## src/rtl/kmq_pkg.sv

```systemverilog
// kmq_pkg: shared types and constants of the k-means color quantizer
// used by kmq_div, kmq_cell and kmeans_color_quantizer; no dependencies
package kmq_pkg;

   localparam int PIX_DEPTH    = 65536;
   localparam int ADDR_W       = 16;
   localparam int CNT_W        = 17;
   localparam int NUM_CLUSTERS = 16;
   localparam int CID_W        = 4;
   localparam int K_W          = 5;
   localparam int DIST_W       = 18;
   localparam int SUM_W        = 24;
   localparam int DIV_NUM_W    = 26;
   localparam int DIV_DEN_W    = 18;
   localparam int DIV_CNT_W    = 5;

   localparam logic [7:0] ALPHA_OPAQUE = 8'hFF;

   localparam logic [1:0] CSR_CLUSTER_COUNT   = 2'd0;
   localparam logic [1:0] CSR_ITERATION_COUNT = 2'd1;
   localparam logic [1:0] CSR_ALPHA_ENABLED   = 2'd2;

   localparam logic [K_W-1:0] CLUSTER_COUNT_RESET   = 5'd16;
   localparam logic [7:0]     ITERATION_COUNT_RESET = 8'd10;

   localparam logic MODE_LOAD    = 1'b0;
   localparam logic MODE_QUERY   = 1'b1;
   localparam logic KIND_PALETTE = 1'b0;
   localparam logic KIND_QUERY   = 1'b1;

   typedef enum logic [3:0] {
      S_IDLE,
      S_QUERY,
      S_SEED_DIV,
      S_SEED_WAIT,
      S_SEED,
      S_ROUND,
      S_ASSIGN,
      S_DRAIN,
      S_UPD_SEL,
      S_UPD_DIV,
      S_UPD_WAIT,
      S_EMIT
   } state_type;

   // word moving down the cell row
   typedef struct packed {
      logic              valid;
      logic [31:0]       pixel;
      logic [ADDR_W-1:0] addr;
      logic [DIST_W-1:0] best_dist;
      logic [CID_W-1:0]  best;
   } link_type;

   typedef struct packed {
      logic [3:0][SUM_W-1:0] sums;
      logic [CNT_W-1:0]      count;
   } stats_type;

endpackage

```

## src/rtl/kmq_cell.sv

```systemverilog
// kmq_cell: one centroid of the row; distance compare on the passing word
// plus the channel sums and member count of its cluster; depends on kmq_pkg
module kmq_cell (
   input  logic                       clock,
   input  logic                       reset,
   input  logic [kmq_pkg::CID_W-1:0]  cell_index,
   input  logic [kmq_pkg::K_W-1:0]    k_used,
   input  logic                       alpha_en,
   input  kmq_pkg::link_type          link_i,
   output kmq_pkg::link_type          link_o,
   input  logic                       load_en,
   input  logic [31:0]                load_color,
   output logic [31:0]                color,
   input  logic                       clear_acc,
   input  logic                       acc_en,
   input  logic [kmq_pkg::CID_W-1:0]  acc_best,
   input  logic [31:0]                acc_pixel,
   output kmq_pkg::stats_type         stats
);
   kmq_pkg::link_type          link_ff, link_in;
   kmq_pkg::stats_type         stats_ff, stats_in;
   logic [31:0]                color_ff;
   logic [7:0]                 diff [4];
   logic [15:0]                sq   [4];
   logic [kmq_pkg::DIST_W-1:0] cand_dist;
   logic                       active;

   always_comb begin
      for (int c = 0; c < 4; c++) begin
         diff[c] = (link_i.pixel[8*c +: 8] > color_ff[8*c +: 8])
                 ? link_i.pixel[8*c +: 8] - color_ff[8*c +: 8]
                 : color_ff[8*c +: 8] - link_i.pixel[8*c +: 8];
         sq[c]   = diff[c] * diff[c];
      end
      cand_dist = kmq_pkg::DIST_W'(sq[0]) + kmq_pkg::DIST_W'(sq[1])
                + kmq_pkg::DIST_W'(sq[2]) + (alpha_en ? kmq_pkg::DIST_W'(sq[3]) : '0);
      active  = {1'b0, cell_index} < k_used;
      link_in = link_i;
      if (link_i.valid && active && (cell_index == '0 || cand_dist < link_i.best_dist)) begin
         link_in.best_dist = cand_dist;
         link_in.best      = cell_index;
      end
      stats_in = stats_ff;
      if (clear_acc) begin
         stats_in = '0;
      end else if (acc_en && acc_best == cell_index) begin
         for (int c = 0; c < 4; c++) begin
            stats_in.sums[c] = stats_ff.sums[c] + kmq_pkg::SUM_W'(acc_pixel[8*c +: 8]);
         end
         stats_in.count = stats_ff.count + 1'b1;
      end
   end

   always_ff @(posedge clock) begin
      if (reset) begin
         link_ff.valid <= 1'b0;
      end else begin
         link_ff.valid <= link_in.valid;
      end
      link_ff.pixel     <= link_in.pixel;
      link_ff.addr      <= link_in.addr;
      link_ff.best_dist <= link_in.best_dist;
      link_ff.best      <= link_in.best;
      stats_ff          <= stats_in;
      if (load_en) begin
         color_ff <= load_color;
      end
   end

   assign link_o = link_ff;
   assign color  = color_ff;
   assign stats  = stats_ff;

endmodule

```

## config.mk

```make
export PLATFORM = sky130hd
export DESIGN_NAME = kmq_cell
export DESIGN_NICKNAME = d
export VERILOG_FILES = /design/src/rtl/kmq_pkg.sv /design/src/rtl/kmq_cell.sv
export SDC_FILE = /design/constraint.sdc
export NUM_CORES = 1
export LEC_CHECK = 0
export ABC_AREA = 1
export BUFFER_PORTS_ARGS = -buffer_cell sky130_fd_sc_hd__buf_2
export CORE_MARGIN = 3
export CORE_UTILIZATION = 40
export DETAILED_ROUTE_END_ITERATION = 10
export SYNTH_ARGS = -nofsm -noshare
export SYNTH_HDL_FRONTEND = slang
export SYNTH_SLANG_ARGS = --single-unit
```

## constraint.sdc

```tcl
create_clock -name clock -period 10.1 [get_ports clock]
set_clock_uncertainty 0.05 [all_clocks]
set_input_delay 1.515 -clock clock [delete_from_list [all_inputs] [get_ports clock]]
set_output_delay 1.515 -clock clock [all_outputs]
set_load 0.02 [all_outputs]
```

Word-level counts from Yosys, hierarchy flattened. Index checks and enable logic that the tools add are counted.

Logic and storage cells: 49. Bits in latches: 0. Register bits: 216. Bits in read-only memories: 0. Memory bits (writable): 0. Output and inout port bits: 216. Memories kept: 0.

$add $sub $neg: 16. $lt $le $gt $ge: 6. Shifts and indexed selects: 0. Mux-type cells: 6. Reduce and logical (&&, ||, !) cells: 5. Divide/modulo/power cells: 0. $mul: 4. Equal/unequal tests: 1. Bitwise gates (word level): 0.

Operators by type and width (number): $add A24 B8 Y24 (4); $mul A8 B8 Y16 (4); $sub A8 B8 Y8 (8); $gt A8 B8 Y1 (4); $mux W8 (4); $mux W22 (1); $add A17 B16 Y18 (1); $add A18 B16 Y18 (1); $lt A18 B18 Y1 (1); $add A16 B16 Y17 (1); $add A17 B1 Y17 const B (1); $mux W16 (1); $lt A4 B5 Y1 (1); $eq A4 B4 Y1 (1); $logic_not A4 Y1 (1); $logic_and A1 B1 Y1 (3); $logic_or A1 B1 Y1 (1).

Depth between registers and ports, before layout. Gate-level depths: netlist of run 1.

Depth after elaboration: 10. Gate-level depth with buffers: 57. Depth with buffers taken out: 55.

Least setup slack after synthesis of run 1. OpenSTA, ideal clock, no wires.

Path type: input-to-reg. Start: in link_i[62] in the netlist's numbering. End: reg link_ff, in the netlist link_o[10]. Path buffers: 2. Stages: 48. Setup time: 60 ps. Arrival time: 10164 ps. Slack: -173 ps. Path through: inv_1 ha_1 inv_1 fa_1 nand2_1 nand2_1 nand3_1 nand2_2 nand2_4 buf_12 nand2_2 o21ai_4 inv_4 nor2_1 fa_1 fa_1 inv_1 fa_1 [12 not listed] ha_1 a21oi_1 nor2_1 nor2_1 nor2_1 nor2_1 nand2_1 nand2_1 nand2_1 ha_1 nand4_1 inv_1 a21oi_1 nand3_1 nand2_1 buf_1 nand3_1 nand2_1.

RTL lines: from (decl) (line kmq_cell.sv:9) `input kmq_pkg::link_type link_i,`; to (decl) (line kmq_cell.sv:20) `kmq_pkg::link_type link_ff, link_in;`.

==> summary by stage, run 1 <==
Floorplan
The standard cell core area is between 50000 and 60000 um^2. The starting density of the core is about 41%. In this run the vertical extent of the chip is 238 um.

The width of the die is approximately 240 um. The die covers 56500 um^2. The floorplan row count is 84. 370 I/O pins were placed.

Global route
Entering global routing, the biggest net connects 79 pins. The number of antenna violations at the first check in global routing was 5. The number of global-route vias before repair is between 15000 and 20000.

The total global routing overflow is 0. The global-route met1 utilization is between 20 and 30%. Across every metal layer, demand over resource in global routing totals between 20% and 30%.

The fraction of met2 tracks used by global routing is 35.6%. The routing layer with the top usage in global route is met2. The global-route wire length before repair is between 90000 and 100000 um. The global-route track usage on met3 is under 10%.

Routing
Dividing the detail-routed wire length by the instance count gives 14.1 um. The total via count after detailed routing is roughly 19000. The pre-antenna-repair detailed-routing pass consisted of 5 iterations.

The detailed-route wire length is 58600 um. The first routing iteration left between 800 and 900 violations. The count of nets left with antenna violations after detail routing is 0. The number of remaining DRC errors is 0. The vias per cell is 4.67.

Synth
The mean area per synthesized cell is ~7.3 um^2. The count of flip-flops with a built-in enable after synthesis is 32. The cell area after technology mapping is about 21000 um^2. Summing the sequential cell areas from Yosys gives between 20 and 25% of the chip area.

The register bit total from synthesis is 216. The gate count of the mapped netlist is ~3000. The count of cell types in the netlist is between 40 and 50. The synthesized net count is ~3500. The total number of yosys warnings is 0.

The proportion of register bits with asynchronous set or reset after synthesis is 0%. The most used flip-flop cell after synthesis is sky130_fd_sc_hd__dfxtp_1.

Outcome
The run finished with clean final reports.

Finish
The share of layout cells above drive strength 1 is 23.3%. The count of filler cells inserted in the layout is roughly 5300. The finished layout holds between 4000 and 5000 standard cells, fillers aside.

Once layout is done, the placed cells without fillers occupy roughly 27000 um^2. Relative to the synthesized area, the layout overhead comes to 24.6%. The total number of nets in the final design is ~4000.

CTS
After clock tree synthesis, the clock-pin slew on the worst setup and hold paths is 0.06 ns. The number of H-tree branching levels is 1. The worst-skew pair later-pin latency is 0.57 ns. The CTS tree is done. No sink is reached through more buffers than the 3 on the longest clock path. The cell at the root of the clock tree is sky130_fd_sc_hd__clkbuf_16. The clock net in this run drives a total of between 200 and 250 sinks. The number of buffers inserted during clock tree synthesis is 26.

Place
During placement, the flow inserted port buffers numbering between 300 and 400. The final RePlAce weighted congestion is 0.863. The placed wire-length estimate after detailed placement is around 48000 um.

The area of placed instances is 25000 um^2. The cell count after placement is around 4000.

Critical path
Of all nets on the critical path, the largest fanout is 7. For the worst setup path, the data arrival time is between 10 and 15 ns. At the worst endpoint, the required time is 10.51 ns.

The slowest stage of the critical path belongs to the cell sky130_fd_sc_hd__fa_1. The worst setup path is captured at a flip-flop. The setup path with the least slack is of type in2reg. The largest single stage delay on the critical path is roughly 0.53 ns. The kind of start point of the critical path is an input port.

Timing
Summed over all failing endpoints, the final setup total negative slack is 0 ns. The number of slew-limit violations in the final report came to 0. The count of final hold-check violations is 0. For the pin with the worst max-slew slack, the measured transition is approximately 0.82 ns. The worst-case hold slack is 0.439 ns. The setup violation total in the final timing report is 0.

Static timing analysis puts the maximum clock frequency at 102 MHz. The portion of the clock cycle consumed by the worst path in the final layout is between 90% and 100%. The time the final worst path needs with I/O delays and setup is ~9.8 ns. Measured against its own limit, the worst slew margin works out to a little under half.

Job
The number of maximum-capacitance violations is 0.

Min path
The kind of path behind the tightest hold check is reg2reg.
-- cell type report --
cell class | instances | area (um^2) | area share, %
tap | 688 | 861 | 3.22
clock inverter | 15 | 143 | 0.533
antenna | 4 | 10.0 | 0.0374
sequential | 216 | 4640 | 17.4
multi-input combinational | 2059 | 15000 | 55.9
timing repair buffer | 526 | 3110 | 11.6
clock buffer | 31 | 689 | 2.58
inverter | 623 | 2350 | 8.78
-- metrics by stage --
step | util, % | worst slack, ns
6_report | 50.6 | 0.312
5_1_grt | 50.6 | -0.152
4_1_cts | 48.9 | 0.0593
3_5_place_dp | 47.3 | -0.530
3_3_place_gp | 47.3 | -0.450
2_1_floorplan | - | 0.000179
-- routing by layer --
metal,share of wire [%],vias up
li1,-,10100
met1,43,8940
met2,49,327
met3,5.2,80
met4,3.0,0
met5,0,-
-- sequential cells by signal (all words and copies together), names as in the netlist --
register	count
stats	113
link_o	71
color	32
-- worst paths after layout --
| path | startpoint | endpoint | slack, ns | cells after the start |
|---|---|---|---|---|
| setup / recovery | link_i[62] | link_o[2] | 0.31 | 53 |
| hold / removal | stats[65] | stats[65] | 0.44 | 2 |
| setup reg to reg | color[28] | link_o[2] | 0.96 | 50 |
| hold reg to reg | stats[65] | stats[65] | 0.44 | 2 |
-- timing repair --
item | in CTS | in global routing
resized for setup | 0 | 194
setup buffers | 0 | 16
hold buffers | 0 | 0
setup endpoints to repair | 0 | 22
-- placed cells by master, fill, tap and decap left out, types with 11 or more instances in the layout --
cell                          n
sky130_fd_sc_hd__nand2_1    658
sky130_fd_sc_hd__inv_1      589
sky130_fd_sc_hd__buf_2      369
sky130_fd_sc_hd__nor2_1     257
sky130_fd_sc_hd__ha_1       205
sky130_fd_sc_hd__dfxtp_1    184
sky130_fd_sc_hd__fa_1       173
sky130_fd_sc_hd__a21oi_1    151
sky130_fd_sc_hd__buf_4      140
sky130_fd_sc_hd__nand3_1    137
sky130_fd_sc_hd__o21ai_0     75
sky130_fd_sc_hd__nand2_2     56
sky130_fd_sc_hd__xor2_1      47
sky130_fd_sc_hd__nand4_1     38
sky130_fd_sc_hd__xnor2_1     32
sky130_fd_sc_hd__edfxtp_1    32
sky130_fd_sc_hd__inv_2       29
sky130_fd_sc_hd__clkbuf_16   26
sky130_fd_sc_hd__nor3_1      24
sky130_fd_sc_hd__o21ai_1     21
sky130_fd_sc_hd__nor2_2      20
sky130_fd_sc_hd__ha_4        20
sky130_fd_sc_hd__a21oi_2     18
sky130_fd_sc_hd__buf_6       15
sky130_fd_sc_hd__o21ai_2     14
sky130_fd_sc_hd__nand2_4     13
sky130_fd_sc_hd__nand3_2     11
sky130_fd_sc_hd__nor2_4      11
-- synthesized netlist by cell type, types with 38 or more instances --
cell type	instances	area share, %
sky130_fd_sc_hd__nand4_1	38	1.1
sky130_fd_sc_hd__dfxtp_1	184	17
sky130_fd_sc_hd__inv_1	609	11
sky130_fd_sc_hd__o21ai_0	91	2.1
sky130_fd_sc_hd__a21oi_1	173	4.0
sky130_fd_sc_hd__nor2_1	272	4.8
sky130_fd_sc_hd__fa_1	181	17
sky130_fd_sc_hd__nand3_1	147	3.4
sky130_fd_sc_hd__xor2_1	52	2.1
sky130_fd_sc_hd__ha_1	228	13
sky130_fd_sc_hd__nand2_1	691	12
-- kinds of logic (layout without fill, tap and decap cells) --
group / after synthesis / after routing / synth area share (%)
AO/OA/AOI/OAI: 317 / 317 / 7.97
XOR/XNOR: 85 / 85 / 3.50
adder cells (fa/ha/maj): 409 / 409 / 30.1
buffers and inverters: 675 / 1195 / 12.3
flip-flops: 216 / 216 / 21.6
other: 0 / 4 / 0
AND/OR/NAND/NOR: 1248 / 1248 / 24.5
-- critical path, delay by kind of cell --
family,cells,cell delay (ns)
compound gates,6,0.72
simple gates,19,1.56
xor+xnor,1,0.19
buf+inv,14,1.12
fa+ha+maj,13,5.10
Power of run 1 is not shown: default switching activity piles up to over one toggle a cycle in this logic, so the estimate is an artifact.
==> inputs of run 2 (changes only) <==
--- a/config.mk
+++ b/config.mk
@@ -10,6 +10,8 @@
 export CORE_MARGIN = 3
 export CORE_UTILIZATION = 40
 export DETAILED_ROUTE_END_ITERATION = 10
+export PLACE_DENSITY = 0.65
+export RECOVER_POWER = 100
 export SYNTH_ARGS = -nofsm -noshare
 export SYNTH_HDL_FRONTEND = slang
 export SYNTH_SLANG_ARGS = --single-unit
==> run 2 against run 1 <==
  * Sequential share of layout area about the same
  * Routed wire length increased by 1.9%
  * Global-route usage increased by 0.12 points
  * Utilization about the same
  * Die area unchanged
  * Clock-buffer cell count increased by 8
  * Design area about the same
  * Maximum frequency decreased by 0.46%
  * Non-clock buffer count decreased by 5
  * Final cell count about the same
  * Critical path type unchanged
  * Critical endpoint is now link_o[4]
==> summary by stage, run 2 (synthesis results as in run 1) <==
Timing
Setup repair after global routing could not meet its margin everywhere. The time the final worst path needs with I/O delays and setup is between 9 and 10 ns. The number of slew-limit violations in the final report is 0. Setup violations remaining at the end of the flow were counted as 0. Hold timing on the final database bottoms out at a slack of ~0.44 ns.

The portion of the clock cycle consumed by the worst path in the final layout is a little over nine tenths. The count of final hold-check violations is 0. At the pin with the least slew margin, the transition time is ~0.80 ns. The achievable clock frequency is around 100 MHz. The total negative slack for setup checks is 0 ns. Measured against its own limit, the worst slew margin works out to between 40% and 50%.

CTS
The root buffer cell chosen for the clock tree is sky130_fd_sc_hd__clkbuf_16. Counting every sink on the clock net gives between 200 and 250. Counting along the longest clock path gives a buffer depth of 3. The number of buffers inserted during clock tree synthesis is 27.

The CTS tree is done. Buffers inserted to repair hold after CTS numbered 0. Clock latency on the worst-skew pair, taken at its later pin, is 0.58 ns. Clock-pin slew was measured on the worst setup and hold paths at ~0.060 ns. The number of H-tree branching levels is 1.

Critical path
Counting stages on the worst path, the most repeated cell is sky130_fd_sc_hd__fa_1. At the worst endpoint, the required time is between 10 and 15 ns. The total buffers and inverters traversed by the critical path is 15. The category of the worst setup path capture point is a flip-flop. Data arrives at the worst endpoint at roughly 10 ns. The cell type of the slowest stage on the worst timing path is sky130_fd_sc_hd__fa_1. The kind of start point of the critical path is an input port. The worst setup path is of the in2reg kind.

The largest fanout on the critical path is 6. The delay of the slowest cell on the worst path is 0.54 ns. The largest delay contributor family on the critical path is adder cells.

Finish
The flip-flop count of the largest register, all copies and words added is around 110. The share of layout cells above drive strength 1 is 22.3%. Leaving out fill and tap cells, the most frequent cells in the layout are 652 x sky130_fd_sc_hd__nand2_1, 586 x sky130_fd_sc_hd__inv_1, 343 x sky130_fd_sc_hd__buf_2. The library cell used most frequently in the layout, excluding fill and tap cells, is sky130_fd_sc_hd__nand2_1. The total number of nets in the final design is 4011. Once layout is done, the placed cells without fillers occupy between 20000 and 30000 um^2.

The area growth from synthesis to final layout is 24.6%.

Routing
Detailed routing inserted a total of 19600 vias. The violation count after the first detailed-route iteration is roughly 800. The count of TritonRoute iterations in the first routing pass is 5. After detailed routing, the average wire length per cell comes to 14.4 um. Dividing the detail-routed via count by the number of cells gives between 4 and 5. The number of remaining DRC errors is 0. The detailed-route wire length is 59800 um. The count of nets left with antenna violations after detail routing is 0.

Floorplan
The floorplan step defined a die boundary enclosing 56500 um^2. The total area inside the core boundary comes to roughly 53000 um^2. The chip height is approximately 240 um. The count of pins on the block boundary is 370.

The width of the die is about 240 um. The floorplan row count is between 80 and 90. The starting density of the core is 40.6%.

Global route
The maximum number of pins on one net before global-route repair is 68. The number of antenna violations at the first check in global routing is 7. For this run, the total global-route usage over all layers was measured as roughly a fifth. The number of global-route vias before repair is between 15000 and 20000.

The total overflow left after global routing is 0. The global-route wire length before repair is 95700 um.

Place
The count of buffers inserted at the top-level ports is about 370. The placed wire-length estimate after detailed placement is just under 50000 um. The area of placed instances is between 20000 and 25000 um^2. The final RePlAce weighted congestion is roughly 0.90.

Outcome
The run finished with clean final reports.

Min path
The kind of path behind the tightest hold check is reg2reg.

Job
The number of maximum-capacitance violations is 0.
-- run 2: changes by cell type in the layout (fill, tap and decap cells not counted), sizes merged --
cell and delta:
buf -30, clkbuf +33, clkinv -4, diode +2
-- run 2: layer usage --
layer  vias up  routed length (um)  track usage (%)  share of wire (%)
met5         -                  11                0              0.018
met4         2                1580             5.29                2.6
met2       388               29500             36.5                 49
li1      10100                   -                -                  -
met3        89                3160             4.36                5.3
met1      9029               25500             25.6                 43
-- run 2: final timing paths --
kind,startpoint,end,slack (ns),cells past startpoint
min,stats[76],stats[76],0.44,2
max,link_i[62],link_o[4],0.27,54
min reg2reg,stats[76],stats[76],0.44,2
max reg2reg,color[24],link_o[4],0.89,53
-- run 2: stage by stage --
step                util [%]  setup WS, ns  cells
floorplan                  -      0.000179   2950
global placement        47.3        -0.457   4088
detailed placement      47.3        -0.550   4088
CTS                     48.9        0.0366   4138
global route            50.6        -0.101   4160
finish                  50.6         0.266   4163
-- run 2: final cells by class --
class	count	area, um^2
fill	5200	26100
multi-input combinational	2059	15000
sequential	216	4640
timing repair buffer	521	3050
inverter	623	2350
tap	688	861
clock buffer	39	741
clock inverter	11	125
antenna	6	15.0
-- run 2: timing repair --
action,4_1_cts,5_1_grt
resized for setup,0,202
buffers inserted,0,18
setup endpoints to repair,0,22
-- run 2: worst min-delay path: stages (launching register included) --
cell and delay [ns]:
sky130_fd_sc_hd__dfxtp_1 0.32, sky130_fd_sc_hd__inv_1 0.07, sky130_fd_sc_hd__a21oi_1 0.06
Power of run 2 is left out for the same reason.
