`config.mk`:
```
export PLATFORM = sky130hd
export DESIGN_NAME = kmq_div
export DESIGN_NICKNAME = d
export VERILOG_FILES = /design/src/rtl/kmq_pkg.sv /design/src/rtl/kmq_div.sv
export SDC_FILE = /design/constraint.sdc
export NUM_CORES = 1
export LEC_CHECK = 0
export ABC_AREA = 0
export BUFFER_PORTS_ARGS = -buffer_cell sky130_fd_sc_hd__buf_2
export CELL_PAD_IN_SITES_DETAIL_PLACEMENT = 0
export CELL_PAD_IN_SITES_GLOBAL_PLACEMENT = 1
export CORE_ASPECT_RATIO = 0.5
export CORE_MARGIN = 2
export CORE_UTILIZATION = 30
export CTS_CLUSTER_DIAMETER = 120
export DETAILED_ROUTE_END_ITERATION = 16
export PLACE_DENSITY_LB_ADDON = 0.25
export RECOVER_POWER = 25
export SLEW_MARGIN = 20
export SYNTH_ARGS = -nofsm -noshare
export SYNTH_HDL_FRONTEND = slang
export SYNTH_SLANG_ARGS = --single-unit
```
`constraint.sdc`:
```
create_clock -name clock -period 3.1 [get_ports clock]
set_input_delay 0.775 -clock clock [delete_from_list [all_inputs] [get_ports clock]]
set_output_delay 0.775 -clock clock [all_outputs]
set_load 0.02 [all_outputs]
```
`src/rtl/kmq_pkg.sv`:
```
// kmq_pkg: shared types and constants of the k-means color quantizer
// used by kmq_div, kmq_cell and kmeans_color_quantizer; no dependencies
package kmq_pkg;

   localparam int PIX_DEPTH    = 65536;
   localparam int ADDR_W       = 16;
   localparam int CNT_W        = 17;
   localparam int NUM_CLUSTERS = 16;
   localparam int CID_W        = 4;
   localparam int K_W          = 5;
   localparam int DIST_W       = 18;
   localparam int SUM_W        = 24;
   localparam int DIV_NUM_W    = 26;
   localparam int DIV_DEN_W    = 18;
   localparam int DIV_CNT_W    = 5;

   localparam logic [7:0] ALPHA_OPAQUE = 8'hFF;

   localparam logic [1:0] CSR_CLUSTER_COUNT   = 2'd0;
   localparam logic [1:0] CSR_ITERATION_COUNT = 2'd1;
   localparam logic [1:0] CSR_ALPHA_ENABLED   = 2'd2;

   localparam logic [K_W-1:0] CLUSTER_COUNT_RESET   = 5'd16;
   localparam logic [7:0]     ITERATION_COUNT_RESET = 8'd10;

   localparam logic MODE_LOAD    = 1'b0;
   localparam logic MODE_QUERY   = 1'b1;
   localparam logic KIND_PALETTE = 1'b0;
   localparam logic KIND_QUERY   = 1'b1;

   typedef enum logic [3:0] {
      S_IDLE,
      S_QUERY,
      S_SEED_DIV,
      S_SEED_WAIT,
      S_SEED,
      S_ROUND,
      S_ASSIGN,
      S_DRAIN,
      S_UPD_SEL,
      S_UPD_DIV,
      S_UPD_WAIT,
      S_EMIT
   } state_type;

   // word moving down the cell row
   typedef struct packed {
      logic              valid;
      logic [31:0]       pixel;
      logic [ADDR_W-1:0] addr;
      logic [DIST_W-1:0] best_dist;
      logic [CID_W-1:0]  best;
   } link_type;

   typedef struct packed {
      logic [3:0][SUM_W-1:0] sums;
      logic [CNT_W-1:0]      count;
   } stats_type;

endpackage

```
`src/rtl/kmq_div.sv`:
```
// kmq_div: restoring divider, one quotient bit per cycle
// depends on kmq_pkg
module kmq_div (
   input  logic                              clock,
   input  logic                              reset,
   input  logic                              start,
   input  logic [kmq_pkg::DIV_NUM_W-1:0]     numer,
   input  logic [kmq_pkg::DIV_DEN_W-1:0]     denom,
   output logic                              done,
   output logic [kmq_pkg::DIV_NUM_W-1:0]     quotient
);
   logic                              busy_ff, busy_in;
   logic                              done_ff, done_in;
   logic [kmq_pkg::DIV_CNT_W-1:0]     cnt_ff, cnt_in;
   logic [kmq_pkg::DIV_NUM_W-1:0]     num_ff, num_in;
   logic [kmq_pkg::DIV_DEN_W-1:0]     den_ff, den_in;
   logic [kmq_pkg::DIV_DEN_W-1:0]     rem_ff, rem_in;
   logic [kmq_pkg::DIV_DEN_W:0]       trial;
   logic                              fits;

   always_comb begin
      trial   = {rem_ff, num_ff[kmq_pkg::DIV_NUM_W-1]};
      fits    = trial >= {1'b0, den_ff};
      busy_in = busy_ff;
      done_in = 1'b0;
      cnt_in  = cnt_ff;
      num_in  = num_ff;
      den_in  = den_ff;
      rem_in  = rem_ff;
      if (busy_ff) begin
         rem_in = fits ? kmq_pkg::DIV_DEN_W'(trial - {1'b0, den_ff})
                       : trial[kmq_pkg::DIV_DEN_W-1:0];
         num_in = {num_ff[kmq_pkg::DIV_NUM_W-2:0], fits};
         cnt_in = cnt_ff + 1'b1;
         if (cnt_ff == kmq_pkg::DIV_CNT_W'(kmq_pkg::DIV_NUM_W - 1)) begin
            busy_in = 1'b0;
            done_in = 1'b1;
         end
      end else if (start) begin
         busy_in = 1'b1;
         cnt_in  = '0;
         num_in  = numer;
         den_in  = denom;
         rem_in  = '0;
      end
   end

   always_ff @(posedge clock) begin
      if (reset) begin
         busy_ff <= 1'b0;
         done_ff <= 1'b0;
         cnt_ff  <= '0;
      end else begin
         busy_ff <= busy_in;
         done_ff <= done_in;
         cnt_ff  <= cnt_in;
      end
      num_ff <= num_in;
      den_ff <= den_in;
      rem_ff <= rem_in;
   end

   assign done     = done_ff;
   assign quotient = num_ff;

endmodule

```
# Word level (Yosys, flattened, before mapping)
# Index checks and enable logic that the tools add are counted.
dict set report word_totals {
  wordCells 25
  in_bits 47
  n_memories 0
  mem_bits_ro 0
  reg_bits 69
  mem_bits_rw 0
  latch_bits 0
}
dict set report op_classes {
  n_div 0
  muxes 11
  n_shift 0
  bitwise_logic 1
  multipliers 0
  n_reduce_logical 3
  n_lt_le_gt_ge 1
  n_addsub 2
  n_eq_ne 1
}
# op n
set ops {}
lappend ops {{two-way mux 18 bit} 3}
lappend ops {{two-way mux 26 bit} 2}
lappend ops {{greater-or-equal comparator 19 x 18 -> 1 bit} 1}
lappend ops {{subtractor 18 bit} 1}
lappend ops {{two-way mux 5 bit} 2}
lappend ops {{adder 5 x 1 -> 5 bit (second input constant)} 1}
lappend ops {{== test 5 bit (second input constant)} 1}
lappend ops {{two-way mux 1 bit} 4}
lappend ops {{AND reduction 2 bit} 1}
lappend ops {{nonzero test 2 bit} 1}
lappend ops {{OR reduction 2 bit} 1}
lappend ops {{NOT 1 bit} 1}

# Logic depth before layout (Yosys ltp)
# Gate-level depths: netlist (run 1).
dict set report depth {
  ltp_word 3
  depth_mapped 12
  ltp_nobuf 11
}

# Least setup slack after synthesis (run 1)
# OpenSTA, ideal clock, no wires.
dict set report synth_timing {
  path_type {register to register}
  from {register num_ff, in the netlist quotient[25]}
  to {register rem_ff[14] in the netlist's numbering, data pin}
  setup_slack_ns 0.608
  t_arrival_ns 2.226
  path_stages_with_launch 12
  path_buffers 0
  setup_time_ns 0.266
  cell_sequence {edfxtp_1 inv_1 ha_1 inv_1 fa_1 a211oi_1 o211ai_1 a31oi_1 o21ai_0 xor2_1 mux2i_1 nor2_1}
}
dict set report synth_between {
  elab_chain_cells 3
}
# item line
set synth_rtl {}
lappend synth_rtl {{start, declared} kmq_div.sv:15} ;# logic [kmq_pkg::DIV_NUM_W-1:0] num_ff, num_in;
lappend synth_rtl {{start signal, assigned} kmq_div.sv:58} ;# num_ff <= num_in;
lappend synth_rtl {{subtractor 18 bit or greater-or-equal comparator 19 x 18 -> 1 bit (tied branches)} {kmq_div.sv:31, kmq_div.sv:23}}
lappend synth_rtl {{two-way mux 18 bit *} kmq_div.sv:31} ;# rem_in = fits ? kmq_pkg::DIV_DEN_W'(trial - {1'b0, den_ff})
lappend synth_rtl {{two-way mux 18 bit *} kmq_div.sv:30} ;# if (busy_ff) begin
lappend synth_rtl {{end signal, assigned} kmq_div.sv:60} ;# rem_ff <= rem_in;
lappend synth_rtl {{end, declared} kmq_div.sv:17} ;# logic [kmq_pkg::DIV_DEN_W-1:0] rem_ff, rem_in;
# Mark *: on every way between the ends. The rest lies on a longest branch, timed or not.
# A chain may end at the register's enable or synchronous reset.

# Worst setup path in the final report (run 1)
# Ends and elaborated chain as after synthesis.

==> results of run 1 <==
==> logic make-up after synthesis <==
logic type                 after synthesis
and+or+nand+nor                         75
AOI/OAI and AO/OA                       56
DFF                                     69
muxes                                   39
adders and majority gates               21
xor gates and xnor gates                16
buffers and inverters                   36
==> worst max-delay path by stage <==
stage                                      start                  endpoint  slack (ns)  cells after the start
after floorplan           quotient[25]$_DFFE_PP_  rem_ff[14]$_SDFFCE_PN0P_        0.61                     11
after global placement    quotient[25]$_DFFE_PP_  rem_ff[14]$_SDFFCE_PN0P_        0.57                     11
after detailed placement  quotient[25]$_DFFE_PP_  rem_ff[14]$_SDFFCE_PN0P_        0.53                     11
after CTS                 quotient[25]$_DFFE_PP_  rem_ff[14]$_SDFFCE_PN0P_        0.53                     11
after global routing      quotient[25]$_DFFE_PP_  rem_ff[14]$_SDFFCE_PN0P_        0.26                     11
final                     quotient[25]$_DFFE_PP_  rem_ff[14]$_SDFFCE_PN0P_        0.52                     11
==> flip-flops by register name (all words and copies together), names as in the netlist <==
register	cells
rem_ff	18
cnt_ff	5
den_ff	18
busy_ff	1
done	1
quotient	26
==> cell type report <==
cell class / count / share of cell area, %
Timing Repair Buffer: 80 / 9.248
Sequential cell: 69 / 43.78
Inverter: 22 / 1.806
Clock inverter: 7 / 1.724
Tap cell: 165 / 4.514
Clock buffer: 9 / 4.925
Multi-Input combinational cell: 207 / 34.01
==> per-stage QoR <==
stage	power, mW	utilization (%)	instance area [um^2]
floorplan	1.749	-	3717
global placement	1.923	35.81	4278
detailed placement	1.939	35.81	4278
CTS	3.000	38.35	4582
global route	3.123	38.28	4573
finish	2.963	38.28	4573
==> synth_stat cells, types with 2 or more instances <==
| library cell | n |
|---|---|
| mux2_2 | 25 |
| o21ai_0 | 12 |
| nand2_1 | 14 |
| edfxtp_1 | 62 |
| nand4_1 | 5 |
| nor3_1 | 3 |
| a211oi_1 | 4 |
| inv_1 | 22 |
| a31oi_1 | 5 |
| nor2b_1 | 4 |
| dfxtp_1 | 7 |
| ha_1 | 20 |
| a21oi_1 | 15 |
| mux2i_1 | 14 |
| o211ai_1 | 3 |
| a21o_1 | 7 |
| o21bai_1 | 2 |
| clkbuf_1 | 11 |
| nor2_1 | 28 |
| xor2_1 | 11 |
| xnor2_1 | 5 |
| nand3_1 | 10 |
| nand2b_1 | 5 |
==> power breakdown <==
part	switching [mW]	internal [mW]	leakage (nW)
Combinational	0.420	0.310	1.09
Clock	0.414	0.631	0.139
Sequential	0.0538	1.13	0.683
Total	0.888	2.08	1.91
==> worst register-to-register path: cells and delay by family, from the launching register on <==
family	cells	cell delay, ns
mux	1	0.13
simple gates	1	0.05
buf+inv	2	0.14
xor+xnor	1	0.15
flops	1	0.37
fa+ha+maj	2	0.57
compound gates	4	0.92
==> layer usage <==
layer  up-vias  track usage [%]  routed length [um]  part of all wire, %
met5         -                0                   0                    0
met4         0            3.839                  87                  1.1
met3        10            4.745                 524                  6.5
met2        68            20.60                3585                   44
met1      1227            16.55                3875                   48
li1       1292                -                   -                    -
==> results.json, run 1 <==
{
  "status": "completed",
  "multiInputGateArea_um2": 1555,
  "hold-worst-slack_ns": 0.4952,
  "clk_path_buf_depth": 2,
  "path_max_fanout": 3,
  "syn_inst": 312,
  "antenna_found_initial": 0,
  "clock_skew_ns": 0.009487,
  "layout_commonest_cell": "buf_2",
  "grt_max_degree": 24,
  "hp-class": "flop to flop",
  "synth_top_family_by_area": "multiplexers",
  "start_util_pct": 31.12,
  "synth_compound_area_share_pct": 9.862,
  "drt-initial-drc-count": 152,
  "period_share_pct": 83.27,
  "yosysSeqAreaShare_pct": 53.85,
  "nets": 457,
  "cp-end-kind": "flop",
  "clkTransAtPathRegs_ns": 0.06,
  "ioPinCount": 74,
  "synthArstFlopShare_pct": 0,
  "worst-r2r-cell-count": 11,
  "synth_seq_cells": 69,
  "drv_cap": 0,
  "fillers": 1217,
  "criticalPathCategory": "flop to flop",
  "worst_slew_pin_slew_ns": 1.089,
  "first_pass_iters": 4,
  "portBuffers": 73,
  "final_cell_mix": "70 x buf_2, 62 x edfxtp_1, 28 x nor2_1",
  "max_freq_mhz": 387.4,
  "holdPathEnd": "cnt_ff[4]$_SDFFE_PP0P_",
  "place_congestion": 0.8380,
  "min_path_cells": 1,
  "cts-root-buf": "clkbuf_16",
  "r2r_end": "rem_ff[14]$_SDFFCE_PN0P_",
  "crit_required_ns": 3.19,
  "die_y_um": 82.71,
  "finalSetupViolations": 0,
  "ir_drop_v": 0.0002398,
  "n_antenna_cell": 0,
  "synth-xor-area-share_pct": 3.770,
  "rsz0062_at_grt": "no",
  "row_count": 28,
  "cp-start-kind": "flop",
  "reg2reg_slack_ns": 0.52,
  "path_common_cell": "inv_1",
  "drc": 0,
  "netlist_area_um2": 3717,
  "cts_tree": "built",
  "final_hold_viol_count": 0,
  "synth_top_area_share_pct": 50.08,
  "syn-num-nets": 380,
  "vias": 2597,
  "post_cts_buffers": 0,
  "cts_buffers": 9,
  "leakage_nw": 1.913,
  "critPathBufInv": 2,
  "grt-ovfl-total": 0,
  "clock_latency_ns": 0.34,
  "cp.arrival_ns": 2.67,
  "cpLargestDelayFamily": "compound AO/OA/AOI/OAI gates",
  "synth_area_leaders": "edfxtp_1 50%, mux2_2 7.6%, ha_1 6.7%",
  "holdCritStartpoint": "cnt_ff[4]$_SDFFE_PP0P_",
  "drt-total-wl_um": 8072,
  "slew_viol_final": 0,
  "syn_to_final_growth_pct": 23.02,
  "die_area_um2": 13350,
  "vias_per_cell": 4.646,
  "muxShareOfSynthArea_pct": 11.34,
  "power.density_nw_per_um2": 647.9,
  "r2r-start": "quotient[25]$_DFFE_PP_",
  "synth_warnings": 0,
  "core_area_um2": 11950,
  "post_cts_resized": 0,
  "hold_buffers": 0,
  "cp_slowest_stage_delay_ns": 0.42,
  "tns_ns": 0,
  "yosysTopAreaCell": "edfxtp_1",
  "instances_no_fill": 559,
  "synth-simple-area-share_pct": 9.593,
  "place_ws_ns": 0.5259,
  "cts_sinks": 69,
  "grt_util_all_layers_pct": 12.89,
  "dp_hpwl_um": 5849,
  "die_x_um": 161.4,
  "seq_area_um2": 2002,
  "antenna_left": 0,
  "h-tree-depth": 3,
  "path_cells": "inv_1 -> ha_1 -> inv_1 -> fa_1 -> a211oi_1 -> o211ai_1 -> a31oi_1 -> o21ai_0 -> xor2_1 -> mux2i_1 -> nor2_1",
  "grt_first_pass_wirelength_um": 13170,
  "syn_avg_cell_area_um2": 11.91,
  "dp_cells": 543,
  "relSlewSlack_pct": 27.38,
  "grt_pass1_vias": 2689,
  "fin_ws_ns": 0.5186,
  "layout-drive-gt1-share_pct": 30.71,
  "synth_edf_count": 62,
  "period_minus_slack_ns": 2.581,
  "synth_cell_types": 41,
  "wl_per_cell_um": 14.44,
  "slowest_stage": "fa_1",
  "synth-adder-area-share_pct": 7.270,
  "synth_ff_type": "edfxtp_1"
}
Note: power is estimated with default switching activity, not from simulation.
==> inputs of run 2 (changes only) <==
--- a/config.mk
+++ b/config.mk
@@ -5,7 +5,7 @@
 export SDC_FILE = /design/constraint.sdc
 export NUM_CORES = 1
 export LEC_CHECK = 0
-export ABC_AREA = 0
+export ABC_AREA = 1
 export BUFFER_PORTS_ARGS = -buffer_cell sky130_fd_sc_hd__buf_2
 export CELL_PAD_IN_SITES_DETAIL_PLACEMENT = 0
 export CELL_PAD_IN_SITES_GLOBAL_PLACEMENT = 1
==> constraint.sdc (replaced) <==
create_clock -name clock -period 2.25 [get_ports clock]
set_input_delay 0.5625 -clock clock [delete_from_list [all_inputs] [get_ports clock]]
set_output_delay 0.5625 -clock clock [all_outputs]
set_load 0.02 [all_outputs]
==> results.json, run 2 <==
{
  "cts_buffers": 9,
  "slew_viol_final": 0,
  "r2r-start": "quotient[25]$_DFFE_PP_",
  "synth_area_leaders": "edfxtp_1 45%, nand2_1 19%, inv_1 6.4%",
  "grt_pass1_vias": 3369,
  "period_share_pct": 93.50,
  "clock_skew_ns": 0.01021,
  "syn_to_final_growth_pct": 27.07,
  "switchingPower_mw": 1.474,
  "nets": 677,
  "dpl_cell_area_um2": 4822,
  "synth_ff_type": "edfxtp_1",
  "leakage_nw": 2.520,
  "die_area_um2": 14790,
  "p_clk_share_pct": 33.2,
  "die_y_um": 87.00,
  "period_minus_slack_ns": 2.104,
  "clkTransAtPathRegs_ns": 0.07,
  "ir_drop_v": 0.0003712,
  "sequentialPowerShare_pct": 37.2,
  "power.total_mw": 4.421,
  "cts_tree": "built",
  "cts-root-buf": "clkbuf_16",
  "drt-total-wl_um": 10710,
  "synth_seq_cells": 69,
  "ioPinCount": 74,
  "grt_util_all_layers_pct": 15.20,
  "holdPathEnd": "den_ff[4]$_DFFE_PP_",
  "path_max_fanout": 3,
  "criticalPathCategory": "flop to flop",
  "layout-drive-gt1-share_pct": 21.66,
  "netlist_area_um2": 4133,
  "synthArstFlopShare_pct": 0,
  "antenna_found_initial": 0,
  "n_antenna_cell": 0,
  "yosysMostFrequentCell": "nand2_1",
  "finalSetupViolations": 0,
  "cp-end-kind": "flop",
  "vias_per_cell": 4.324,
  "switching_share_pct": 33.34,
  "hp-class": "input port to flop",
  "cp.arrival_ns": 2.21,
  "synth_warnings": 0,
  "syn_inst": 514,
  "power.density_nw_per_um2": 841.8,
  "grt_max_degree": 46,
  "final_hold_viol_count": 0,
  "cts_sinks": 69,
  "hold_buffers": 0,
  "intPower_mw": 2.947,
  "drt-initial-drc-count": 171,
  "instances_no_fill": 790,
  "holdCritStartpoint": "denom[4]",
  "max_freq_mhz": 475.3,
  "start_util_pct": 30.58,
  "synth_top_area_share_pct": 45.05,
  "drv_cap": 0,
  "wl_per_cell_um": 13.55,
  "final_cell_mix": "210 x nand2_1, 69 x inv_1, 62 x edfxtp_1",
  "clk_path_buf_depth": 2,
  "row_count": 30,
  "power_frac_comb_pct": 29.6,
  "finish.instance_area_um2": 5251,
  "dp_cells": 771,
  "clock_latency_ns": 0.34,
  "antenna_left": 0,
  "hold-worst-slack_ns": 0.3918,
  "place_congestion": 0.7941,
  "grt-ovfl-total": 0,
  "syn-num-nets": 582,
  "crit_required_ns": 2.36,
  "min_path_cells": 1,
  "first_pass_iters": 4,
  "reg2reg_slack_ns": 0.15,
  "grt_first_pass_wirelength_um": 16920,
  "worst_slew_pin_slew_ns": 0.8439,
  "dp_hpwl_um": 7537,
  "yosysSeqAreaShare_pct": 48.44,
  "yosysTopAreaCell": "edfxtp_1",
  "layout_commonest_cell": "nand2_1",
  "worst-r2r-cell-count": 14,
  "syn_avg_cell_area_um2": 8.040,
  "cp-startpoint": "quotient[25]$_DFFE_PP_",
  "largest_reg_flops": 26,
  "synth_edf_count": 62,
  "relSlewSlack_pct": 43.67,
  "vias": 3416,
  "core_area_um2": 13510,
  "cp-start-kind": "flop",
  "h-tree-depth": 3,
  "portBuffers": 73,
  "synthTopCellsByCount": "214 x nand2_1, 70 x inv_1, 62 x edfxtp_1",
  "r2r_end": "rem_ff[16]$_SDFFCE_PN0P_",
  "die_x_um": 170.0,
  "status": "completed",
  "synth_cell_types": 30,
  "drc": 0,
  "final_util_pct": 38.86
}
-- run 2: changes by cell type in the layout (fill, tap and decap cells not counted), sizes merged, moves of 8 or more --
| cell | change |
|---|---|
| o21ai | -11 |
| mux2 | -25 |
| clkbuf | +17 |
| nand3 | +12 |
| a21oi | +8 |
| mux2i | -14 |
| nor2 | +14 |
| inv | +49 |
| nand2 | +210 |
-- run 2: worst max-delay path by stage --
stage / cells past startpoint / slack, ns / endpoint
floorplan: 14 / 0.14 / rem_ff[12]$_SDFFCE_PN0P_
global placement: 14 / -0.06 / rem_ff[12]$_SDFFCE_PN0P_
detailed placement: 14 / -0.05 / rem_ff[12]$_SDFFCE_PN0P_
CTS: 14 / 0.06 / rem_ff[12]$_SDFFCE_PN0P_
global route: 14 / -0.02 / rem_ff[12]$_SDFFCE_PN0P_
finish: 14 / 0.15 / rem_ff[16]$_SDFFCE_PN0P_
-- run 2: layout make-up --
class / count / area [um^2]
fill: 1428 / 8262
sequential: 69 / 2002
multi-input combinational: 362 / 1926
timing repair buffer: 94 / 526.8
inverter: 73 / 275.3
clock buffer: 10 / 229.0
tap: 176 / 220.2
clock inverter: 6 / 72.57
-- run 2: worst max-delay path, stage by stage, from the launching register on --
cell	delay, ns
edfxtp_1	0.39
inv_1	0.07
ha_1	0.13
inv_1	0.08
fa_2	0.37
nand3_1	0.12
nand3_2	0.11
nand2_1	0.10
nand2_2	0.11
nand2_1	0.11
nand3_1	0.07
nand2_1	0.08
nand2_1	0.05
nand2_1	0.05
nor2_1	0.04
-- run 2: power groups by stage --
stage	Combinational [mW]	Clock (mW)	Sequential (mW)
3_5_place_dp	1.25	0	1.66
6_report	1.31	1.47	1.64
4_1_cts	1.26	1.51	1.64
5_1_grt	1.47	1.56	1.66
3_3_place_gp	1.27	0	1.66
2_1_floorplan	0.785	0	1.71
-- run 2: routing by layer --
metal	track usage [%]	part of all wire (%)	routed length [um]	vias up
li1	-	-	-	1822
met1	20.51	52	5537	1520
met2	23.56	42	4541	64
met3	4.771	4.8	519	10
met4	4.429	1.0	107	0
met5	0	0	0	-
-- run 2: through the flow --
| stage | setup WS, ns | setup TNS, ns |
|---|---|---|
| 3_5_place_dp | -0.05217 | -0.09143 |
| 5_1_grt | -0.02014 | -0.02881 |
| 6_report | 0.1462 | 0 |
| 4_1_cts | 0.05809 | 0 |
| 2_1_floorplan | 0.1443 | 0 |
| 3_3_place_gp | -0.06088 | -0.1085 |
-- run 2: cell families (layout without fill, tap and decap cells) --
family / count (synthesis) / count (layout) / share of synthesized area, %
compound gates: 29 / 29 / 4.632
xor+xnor: 7 / 7 / 1.484
fa+ha+maj: 21 / 21 / 6.540
simple gates: 305 / 305 / 30.91
flops: 69 / 69 / 48.44
buf+inv: 83 / 183 / 7.993
-- run 2: what timing repair did --
item	in CTS	in global routing
gates cloned	0	0
resized for setup	1	17
setup buffers	1	2
setup endpoints to repair	2	16
==> inputs of run 3 (changes only) <==
--- a/config.mk
+++ b/config.mk
@@ -14,6 +14,8 @@
 export CORE_UTILIZATION = 30
 export CTS_CLUSTER_DIAMETER = 120
 export DETAILED_ROUTE_END_ITERATION = 16
+export GPL_TIMING_DRIVEN = 0
+export MAX_ROUTING_LAYER = met4
 export PLACE_DENSITY_LB_ADDON = 0.25
 export RECOVER_POWER = 25
 export SLEW_MARGIN = 20
==> results.json, run 3 (same netlist as run 2, synthesis figures left out) <==
{
  "sequentialPowerShare_pct": 38.0,
  "wl_per_cell_um": 13.58,
  "vias": 3447,
  "cts_tree": "built",
  "place_ws_ns": -0.1615,
  "drv_cap": 0,
  "ir_drop_v": 0.0002962,
  "path_max_fanout": 3,
  "grt_max_degree": 30,
  "switchingPower_mw": 1.491,
  "antenna_left": 0,
  "final_hold_viol_count": 0,
  "crit_required_ns": 2.31,
  "clock_latency_ns": 0.34,
  "cts_sinks": 69,
  "ioPinCount": 74,
  "worst-r2r-cell-count": 12,
  "power.density_nw_per_um2": 819.2,
  "instances_no_fill": 787,
  "power_frac_comb_pct": 30.6,
  "period_share_pct": 95.34,
  "drt-initial-drc-count": 175,
  "layout_commonest_cell": "nand2_1",
  "holdPathEnd": "den_ff[4]$_DFFE_PP_",
  "r2r_end": "rem_ff[8]$_SDFFCE_PN0P_",
  "cts-root-buf": "clkbuf_16",
  "fin_ws_ns": 0.1048,
  "period_minus_slack_ns": 2.145,
  "row_count": 30,
  "syn_to_final_growth_pct": 27.64,
  "relSlewSlack_pct": 44.38,
  "drt-total-wl_um": 10690,
  "layout-drive-gt1-share_pct": 25.41,
  "dp_hpwl_um": 7778,
  "core_area_um2": 13510,
  "antenna_found_initial": 1,
  "r2r-start": "quotient[25]$_DFFE_PP_",
  "fillers": 1453,
  "cts_buffers": 9,
  "grt_pass1_vias": 3373,
  "cp-end-kind": "flop",
  "grt_util_all_layers_pct": 15.63,
  "drc": 0,
  "criticalPathCategory": "flop to flop",
  "final_util_pct": 39.04,
  "min_path_cells": 1,
  "dp_cells": 764,
  "cp.arrival_ns": 2.20,
  "clock_skew_ns": 0.01193,
  "portBuffers": 73,
  "grt_first_pass_wirelength_um": 17060,
  "intPower_mw": 2.830,
  "final_cell_mix": "206 x nand2_1, 72 x buf_2, 69 x inv_1",
  "die_y_um": 87.00,
  "finalSetupViolations": 0,
  "leakage_nw": 2.521,
  "first_pass_iters": 4,
  "p_clk_share_pct": 31.3,
  "nets": 673,
  "max_freq_mhz": 466.2,
  "worst_slew_pin_slew_ns": 0.8344,
  "die_area_um2": 14790,
  "start_util_pct": 30.58,
  "die_x_um": 170.0,
  "grt-ovfl-total": 0,
  "reg2reg_slack_ns": 0.10,
  "vias_per_cell": 4.380,
  "slew_viol_final": 0,
  "place_congestion": 0.8128,
  "hp-class": "input port to flop",
  "switching_share_pct": 34.50,
  "largest_reg_flops": 26,
  "status": "completed",
  "holdCritStartpoint": "denom[4]",
  "clk_path_buf_depth": 2,
  "cp-start-kind": "flop",
  "clkTransAtPathRegs_ns": 0.06,
  "h-tree-depth": 3
}
## run 3: changes by cell type in the layout (fill, tap and decap cells not counted), sizes merged
cell	before	now
buf	74	81
diode	0	1
clkinvlp	1	3
clkbuf	30	19
bufinv	1	0
inv	73	74
clkinv	4	2
## run 3: power by group through the flow
stage          clock [mW]  combinational [mW]  sequential [mW]
2_1_floorplan           0               0.785             1.71
3_3_place_gp            0                1.18             1.66
3_5_place_dp            0                1.19             1.66
4_1_cts              1.38                1.22             1.63
5_1_grt              1.44                1.49             1.66
6_report             1.35                1.32             1.64
## run 3: critical path, stage by stage (launching register included)
cell	delay (ns)
edfxtp_1	0.39
inv_1	0.07
ha_1	0.15
inv_2	0.06
fa_2	0.42
nand3_2	0.10
nand3_2	0.09
nand2_1	0.09
nand2_2	0.09
buf_4	0.15
xor2_1	0.14
nand2_2	0.07
a21oi_2	0.04
## run 3: what timing repair did
action,in CTS,in global routing
setup endpoints to repair,17,17
buffers inserted,2,4
hold endpoints to repair,0,0
cloned,0,0
gates resized for setup,5,38
pin swaps,0,3
hold buffers,0,0
## run 3: routing by layer
layer	up-vias	global-route usage [%]	wire length [um]
li1	1810	-	-
met1	1560	21.59	5635
met2	71	23.01	4324
met3	6	4.271	627
met4	0	3.263	98
met5	-	-	0
## run 3: layout make-up
cell class                 instances  area [um^2]  area share [%]
multi-input combinational        362         1992           37.76
inverter                          73        274.0           5.195
antenna                            1        2.502         0.04744
clock buffer                      10        229.0           4.341
clock inverter                     6        48.80          0.9250
timing repair buffer              80        441.7           8.373
tap                              176        220.2           4.175
buffer                            10        65.06           1.233
sequential                        69         2002           37.95
## run 3: worst max-delay path by stage
| stage | from | endpoint | slack [ns] | cells after the start |
|---|---|---|---|---|
| 4_1_cts | rem_ff[1]$_SDFFCE_PN0P_ | rem_ff[9]$_SDFFCE_PN0P_ | 0.004 | 12 |
| 3_5_place_dp | rem_ff[1]$_SDFFCE_PN0P_ | rem_ff[9]$_SDFFCE_PN0P_ | -0.16 | 12 |
| 2_1_floorplan | quotient[25]$_DFFE_PP_ | rem_ff[12]$_SDFFCE_PN0P_ | 0.14 | 14 |
| 6_report | quotient[25]$_DFFE_PP_ | rem_ff[8]$_SDFFCE_PN0P_ | 0.10 | 12 |
| 3_3_place_gp | start | rem_ff[10]$_SDFFCE_PN0P_ | -0.33 | 3 |
| 5_1_grt | quotient[25]$_DFFE_PP_ | rem_ff[12]$_SDFFCE_PN0P_ | -0.01 | 14 |
## run 3: per-stage QoR
| step | hold slack [ns] | power, mW | setup TNS [ns] | cell area [um^2] |
|---|---|---|---|---|
| CTS | 0.3891 | 4.239 | 0 | 5056 |
| global route | 0.3874 | 4.595 | -0.01169 | 5275 |
| finish | 0.3972 | 4.321 | 0 | 5275 |
| floorplan | 0.4333 | 2.499 | 0 | 4133 |
| global placement | 0.4489 | 2.839 | -16.17 | 4718 |
| detailed placement | 0.4560 | 2.844 | -1.557 | 4738 |
